$ cat config.mk
export PLATFORM = sky130hd
export DESIGN_NAME = qte_cordic
export DESIGN_NICKNAME = d
export VERILOG_FILES = /design/src/hdl/qte_pkg.sv /design/src/hdl/qte_cordic.sv
export SDC_FILE = /design/constraint.sdc
export NUM_CORES = 2
export LEC_CHECK = 0
export ABC_CLOCK_PERIOD_IN_PS = 5200
export BUFFER_PORTS_ARGS = -buffer_cell sky130_fd_sc_hd__buf_2
export CAP_MARGIN = 10
export CORE_MARGIN = 5
export CORE_UTILIZATION = 50
export CTS_CLUSTER_SIZE = 28
export DETAILED_ROUTE_END_ITERATION = 8
export GPL_TIMING_DRIVEN = 1
export PLACE_DENSITY_LB_ADDON = 0.25
export SLEW_MARGIN = 20
export SYNTH_ARGS = -nofsm -noshare
export SYNTH_HDL_FRONTEND = slang
export SYNTH_SLANG_ARGS = --single-unit
$ cat constraint.sdc
create_clock -name clk -period 5.2 [get_ports clk]
set_input_delay 1.04 -clock clk [delete_from_list [all_inputs] [get_ports clk]]
set_output_delay 1.04 -clock clk [all_outputs]
set_load 0.01 [all_outputs]
$ cat src/hdl/qte_pkg.sv
// ----------------------------------------------------------------------------
// qte_pkg
// Shared types, constants and helpers for the quaternion to Euler angle unit.
// ----------------------------------------------------------------------------
package qte_pkg;

	localparam int CORDIC_STEPS = 14;
	localparam int ATAN_LEN     = 24;
	localparam int CORDIC_ITERS = (CORDIC_STEPS > ATAN_LEN) ? ATAN_LEN : CORDIC_STEPS;

	// radicand is at most 2^54, root at most 2^27
	localparam int RAD_W       = 55;
	localparam int ROOT_W      = 28;
	localparam int SQRT_STAGES = 28;

	typedef logic signed [31:0] term_t;
	typedef logic signed [32:0] ang_t;

	localparam term_t TERM_ONE = 32'sd134217728;   // 1.0 in product units
	localparam term_t TERM_LIM = 32'sd1073741824;  // saturation limit, 8.0
	localparam ang_t  ANG_HALF_PI = 33'sd1073741824;
	localparam ang_t  ANG_PI      = 33'sd2147483648;

	localparam logic signed [15:0] PITCH_UP   = 16'sh4000;
	localparam logic signed [15:0] PITCH_DOWN = 16'shC000;

	localparam logic [29:0] ATAN_TAB [ATAN_LEN] = '{
		30'h20000000, 30'h12E4051E, 30'h09FB385B, 30'h051111D4, 30'h028B0D43,
		30'h0145D7E1, 30'h00A2F61E, 30'h00517C55, 30'h0028BE53, 30'h00145F2F,
		30'h000A2F98, 30'h000517CC, 30'h00028BE6, 30'h000145F3, 30'h0000A2FA,
		30'h0000517D, 30'h000028BE, 30'h0000145F, 30'h00000A30, 30'h00000518,
		30'h0000028C, 30'h00000146, 30'h000000A3, 30'h00000051
	};

	typedef struct packed {
		logic clamp;
		logic neg;
	} pflag_t;

	typedef struct packed {
		term_t  sr;
		term_t  cr;
		term_t  sy;
		term_t  cy;
		term_t  ss;
		pflag_t flag;
	} side_t;

	function automatic term_t sat_add(term_t a, term_t b);
		logic signed [32:0] s;
		s = 33'(a) + 33'(b);
		if (s > 33'(TERM_LIM))
			return TERM_LIM;
		else if (s < -33'(TERM_LIM))
			return -TERM_LIM;
		else
			return term_t'(s[31:0]);
	endfunction

endpackage

$ cat src/hdl/qte_cordic.sv
// ----------------------------------------------------------------------------
// qte_cordic
// Pipelined atan2: magnitude, normalize, vectoring CORDIC, quadrant fix-up.
// ----------------------------------------------------------------------------
module qte_cordic import qte_pkg::*; (
	input  logic               clk,
	input  logic               arst_n,
	input  logic               en,
	input  logic               in_valid,
	input  term_t              y_in,
	input  term_t              x_in,
	input  pflag_t             flag_in,
	output logic               out_valid,
	output logic signed [15:0] angle,
	output pflag_t             flag_out
);

	// magnitudes and signs
	logic [30:0] ax_s1, ay_s1;
	logic        xneg_s1, yneg_s1, v_s1;
	pflag_t      flag_s1;

	// shift amounts
	logic [30:0] ax_s2, ay_s2;
	logic        xneg_s2, yneg_s2, zero_s2, v_s2;
	logic [1:0]  rsh_s2;
	logic [4:0]  lsh_s2;
	pflag_t      flag_s2;

	logic signed [32:0] it_cx_s [0:CORDIC_ITERS];
	logic signed [32:0] it_cy_s [0:CORDIC_ITERS];
	ang_t               it_z_s  [0:CORDIC_ITERS];
	logic               it_xneg_s [0:CORDIC_ITERS];
	logic               it_yneg_s [0:CORDIC_ITERS];
	logic               it_zero_s [0:CORDIC_ITERS];
	logic               it_v_s    [0:CORDIC_ITERS];
	pflag_t             it_flag_s [0:CORDIC_ITERS];

	ang_t   fix_z_s, fix_c;
	logic   fix_v_s;
	pflag_t fix_flag_s;

	logic signed [15:0] ang_s;
	logic               ang_v_s;
	pflag_t             ang_flag_s;

	logic [30:0] lead;
	logic [4:0]  pos;
	logic signed [33:0] rnd;

	always_comb begin
		lead = ax_s1 | ay_s1;
		pos  = '0;
		for (int b = 0; b < 31; b++) begin
			if (lead[b]) pos = 5'(b);
		end
	end

	always_comb begin
		ang_t zc;
		if (it_z_s[CORDIC_ITERS] < 0)
			zc = '0;
		else if (it_z_s[CORDIC_ITERS] > ANG_HALF_PI)
			zc = ANG_HALF_PI;
		else
			zc = it_z_s[CORDIC_ITERS];
		if (it_xneg_s[CORDIC_ITERS]) zc = ANG_PI - zc;
		if (it_yneg_s[CORDIC_ITERS]) zc = -zc;
		fix_c = it_zero_s[CORDIC_ITERS] ? '0 : zc;
	end

	assign rnd = 34'(fix_z_s) + 34'sd32768;

	always_ff @(posedge clk or negedge arst_n) begin
		if (!arst_n) begin
			v_s1       <= 1'b0;
			v_s2       <= 1'b0;
			it_v_s[0]  <= 1'b0;
			fix_v_s    <= 1'b0;
			ang_v_s    <= 1'b0;
		end else if (en) begin
			v_s1       <= in_valid;
			v_s2       <= v_s1;
			it_v_s[0]  <= v_s2;
			fix_v_s    <= it_v_s[CORDIC_ITERS];
			ang_v_s    <= fix_v_s;
		end
	end

	always_ff @(posedge clk) begin
		if (en) begin
			ax_s1   <= x_in[31] ? 31'(-x_in) : x_in[30:0];
			ay_s1   <= y_in[31] ? 31'(-y_in) : y_in[30:0];
			xneg_s1 <= x_in[31];
			yneg_s1 <= y_in[31];
			flag_s1 <= flag_in;

			// bring the leading one to bit 28
			ax_s2   <= ax_s1;
			ay_s2   <= ay_s1;
			xneg_s2 <= xneg_s1;
			yneg_s2 <= yneg_s1;
			zero_s2 <= (lead == '0);
			rsh_s2  <= (pos > 5'd28) ? 2'(pos - 5'd28) : 2'd0;
			lsh_s2  <= (pos > 5'd28) ? 5'd0 : 5'd28 - pos;
			flag_s2 <= flag_s1;

			it_cx_s[0]   <= 33'({2'b00, (ax_s2 >> rsh_s2) << lsh_s2});
			it_cy_s[0]   <= 33'({2'b00, (ay_s2 >> rsh_s2) << lsh_s2});
			it_z_s[0]    <= '0;
			it_xneg_s[0] <= xneg_s2;
			it_yneg_s[0] <= yneg_s2;
			it_zero_s[0] <= zero_s2;
			it_flag_s[0] <= flag_s2;

			fix_z_s    <= fix_c;
			fix_flag_s <= it_flag_s[CORDIC_ITERS];

			ang_s      <= rnd[31:16];
			ang_flag_s <= fix_flag_s;
		end
	end

	for (genvar i = 0; i < CORDIC_ITERS; i++) begin : g_iter
		logic signed [32:0] dx, dy;
		ang_t               da;
		assign dx = it_cx_s[i] >>> i;
		assign dy = it_cy_s[i] >>> i;
		assign da = 33'({3'b000, ATAN_TAB[i]});

		always_ff @(posedge clk or negedge arst_n) begin
			if (!arst_n) begin
				it_v_s[i+1] <= 1'b0;
			end else if (en) begin
				it_v_s[i+1] <= it_v_s[i];
			end
		end

		always_ff @(posedge clk) begin
			if (en) begin
				// rotate toward the x axis, accumulate the angle
				if (!it_cy_s[i][32]) begin
					it_cx_s[i+1] <= it_cx_s[i] + dy;
					it_cy_s[i+1] <= it_cy_s[i] - dx;
					it_z_s[i+1]  <= it_z_s[i] + da;
				end else begin
					it_cx_s[i+1] <= it_cx_s[i] - dy;
					it_cy_s[i+1] <= it_cy_s[i] + dx;
					it_z_s[i+1]  <= it_z_s[i] - da;
				end
				it_xneg_s[i+1] <= it_xneg_s[i];
				it_yneg_s[i+1] <= it_yneg_s[i];
				it_zero_s[i+1] <= it_zero_s[i];
				it_flag_s[i+1] <= it_flag_s[i];
			end
		end
	end

	assign out_valid = ang_v_s;
	assign angle     = ang_s;
	assign flag_out  = ang_flag_s;

`ifndef SYNTHESIS
	a_fix_range: assert property (@(posedge clk) disable iff (!arst_n)
		fix_v_s |-> (fix_z_s <= ANG_PI && fix_z_s >= -ANG_PI))
		else $error("fixed-up angle out of range");
`endif

endmodule

==> flow_summary.json <==
{
  "status": "finished, final reports clean",
  "maxCapViolCount": 0,
  "number_of_antenna_violations_at_the_first_check_in_global_routing": 2,
  "via_count_of_the_first_global_routing_pass": 89100,
  "drive_gt1_share_pct": 7.92,
  "cts_num_sinks": 1498,
  "skew_ps": 51.8,
  "synth.most_common_cell": "edfxtp_1",
  "ys.flop_type": "edfxtp_1",
  "post-synth-top-area-fraction_pct": 37.9,
  "yosysWarnings": 0,
  "postSynthNetCount": 13200,
  "critPathTopFamily": "compound AO/OA/AOI/OAI gates",
  "timing.hold.worst.class": "input port to asynchronous set/reset pin",
  "final_cell_area_um2": 130000,
  "holdWs_ps": 137,
  "tightestPinTransition_ps": 1080,
  "layout.nets": 13600,
  "crit_buf_inv": 1,
  "timing.slew.headroom_pct": 28.2,
  "tritoncts.num_buffers": 171,
  "fillerInstances": 20400,
  "cts.reportedPaths.clkPinSlew_ps": 70,
  "syn-mean-instance-area_um2": 9.84,
  "grt_util_all_layers_pct": 23.8,
  "ant_nets": 0,
  "synthArstFlopShare_pct": 1.27,
  "crit_path_max_fanout": 6,
  "area_growth_syn_to_layout_pct": 10.5,
  "routed_wl_um": 301000,
  "synth_commonest_cells": "edfxtp_1, ha_1, a21oi_1",
  "post-cts-setup-buffers": 0,
  "worstSkewPairLatency_ps": 840,
  "routed_length_per_placed_instance_um": 19.3,
  "io_buf_count": 88,
  "fp.dieW_um": 494,
  "finalWeightedCongestion": 0.955,
  "first_pass_grt_wire_length_um": 478000,
  "crit_path_top_delay_cell": "or4_1",
  "timing.critical_path.from_type": "flip-flop",
  "die-area_um2": 244000,
  "grt_remaining_overflow": 0,
  "fmax_mhz": 200,
  "synth_top_cells_by_area": "edfxtp_1, ha_1, xnor2_1, a21oi_1, xor2_1",
  "sequential_cell_area_um2": 44900,
  "synth_seq_area_share_pct": 38.3,
  "cts_tree": "yes",
  "final-max-slew-violation-count": 0,
  "placed_cell_area_um2": 124000,
  "critical_path_arrival_ps": 5540,
  "dpl.hpwl_um": 238000,
  "slowest_delay_ps": 600,
  "cts.htree.levels": 4,
  "root_buffer": "clkbuf_16",
  "num_rows": 177,
  "synth_area_leader_cell": "edfxtp_1",
  "initial_core_util_pct": 50.4,
  "critical_path_required_ps": 5750,
  "multiInputGateArea_um2": 70100,
  "synth_cells": 11900,
  "clock_path_buffers": 3,
  "layout_min_cycle_time_ps": 4990,
  "timing_hold_violations_final": 0,
  "avgViaCountPerCell": 5.92,
  "synth_cell_types": 93,
  "finalSetupViolations": 0,
  "postSynthRegisterBits": 1498,
  "top_level_ports": 89,
  "maximum_number_of_pins_on_one_net_before_global_route_repair": 156,
  "dr_total_vias": 92500,
  "core_um2": 233000,
  "final_min_period_over_clock_period_pct": 96.0,
  "final.setup.tns_ps": 0,
  "crit_chain": "or4_1 -> nor4_1 -> nor2b_2 -> nand3_1 -> o41ai_1 -> xnor2_1 -> ha_1 -> a21o_1 -> a21o_1 -> a21oi_1 -> o21ai_0 -> a41oi_1 -> o21ai_0 -> a221o_1 -> buf_4 -> a31oi_1 -> a31oi_1",
  "worst-setup-path-type": "flip-flop to flip-flop",
  "synth.cell_area_um2": 117000,
  "synth_enable_flop_cells": 1479,
  "detail_route.first_pass.iterations": 6,
  "die_height_um": 494,
  "drtIter0Drc": 6974,
  "drcViolationCount": 0,
  "timing.critical_path.to_type": "flip-flop"
}
[state kept, by name (all words and copies together) (netlist names), 5 cells and up]
register	flops
it_z_s	386
it_cy_s	428
it_cx_s	413
fix_z_s	17
it_v_s	15
it_zero_s	15
angle	16
it_flag_s	30
ay_s1	31
it_yneg_s	15
ax_s2	31
lsh_s2	5
it_xneg_s	15
ay_s2	31
ax_s1	31
[layout make-up]
type / instances / area share [%]
Multi-Input combinational cell: 9768 / 54.0
Sequential cell: 1498 / 34.6
Clock buffer: 204 / 3.39
Tap cell: 3132 / 3.02
Timing Repair Buffer: 478 / 2.76
Inverter: 427 / 1.24
Clock inverter: 113 / 0.934
Antenna cell: 1 / 0.00193
[cells by family (layout without fill, tap and decap cells)]
family / Yosys count / count (layout) / share of synthesized area, %
compound gates: 3509 / 3509 / 18.9
simple gates: 3158 / 3158 / 12.9
xor+xnor: 1649 / 1649 / 12.3
flops: 1498 / 1498 / 38.3
fa+ha+maj: 1205 / 1205 / 13.1
buf+inv: 654 / 1222 / 2.11
mux: 247 / 247 / 2.53
other cells: 0 / 1 / 0
[repair_timing]
item                       4_1_cts  5_1_grt
hold buffers                     0        0
setup endpoints to repair        0       40
gates resized for setup          0       28
[through the flow]
| step | instances | utilization, % | worst slack [ps] |
|---|---|---|---|
| 5_1_grt | 15600 | 55.7 | -1.42 |
| 6_report | 15600 | 55.7 | 207 |
| 2_1_floorplan | 11900 | - | -112 |
| 3_3_place_gp | 15300 | 53.2 | -1.13 |
| 3_5_place_dp | 15300 | 53.2 | -124 |
| 4_1_cts | 15600 | 55.6 | 179 |
[path summary, 6_finish.rpt]
| kind | endpoint | slack [ps] | start | cells past startpoint |
|---|---|---|---|---|
| max in group asynchronous | it_v_s[2]$_DFFE_PN0P_ | 4720 | arst_n | 1 |
| min | v_s1$_DFFE_PN0P_ | 140 | arst_n | 1 |
| min reg2reg | it_yneg_s[1][4]$_DFFE_PP_ | 400 | it_yneg_s[1][3]$_DFFE_PP_ | 0 |
| min in group clk | flag_s1[1]$_DFFE_PP_ | 370 | flag_in[1] | 1 |
| max | it_cy_s[0][195]$_DFFE_PP_ | 210 | it_cx_s[0][139]$_DFFE_PP_ | 17 |
| max reg2reg | it_cy_s[0][195]$_DFFE_PP_ | 210 | it_cx_s[0][139]$_DFFE_PP_ | 17 |
[placed cells by master (no fill, tap or decap), types with 176 or more instances in the layout]
| cell type | n |
|---|---|
| edfxtp_1 | 1479 |
| ha_1 | 1171 |
| a21oi_1 | 1126 |
| xnor2_1 | 1074 |
| nor2_1 | 919 |
| nand2_1 | 835 |
| o21ai_0 | 730 |
| xor2_1 | 574 |
| a21o_1 | 479 |
| inv_1 | 416 |
| buf_4 | 374 |
| nor3_1 | 245 |
| nand3_1 | 220 |
| nand2b_1 | 176 |
[per-layer routing]
| layer | routed length [um] | global-route usage (%) | up-vias |
|---|---|---|---|
| met4 | 8270 | 6.69 | 0 |
| met5 | 0 | 0 | - |
| met3 | 16800 | 3.12 | 461 |
| li1 | - | - | 45400 |
| met2 | 140000 | 39.6 | 2415 |
| met1 | 136000 | 32.8 | 44300 |
Power is not shown: default switching activity piles up to over one toggle a cycle in this logic, so the estimate is an artifact.
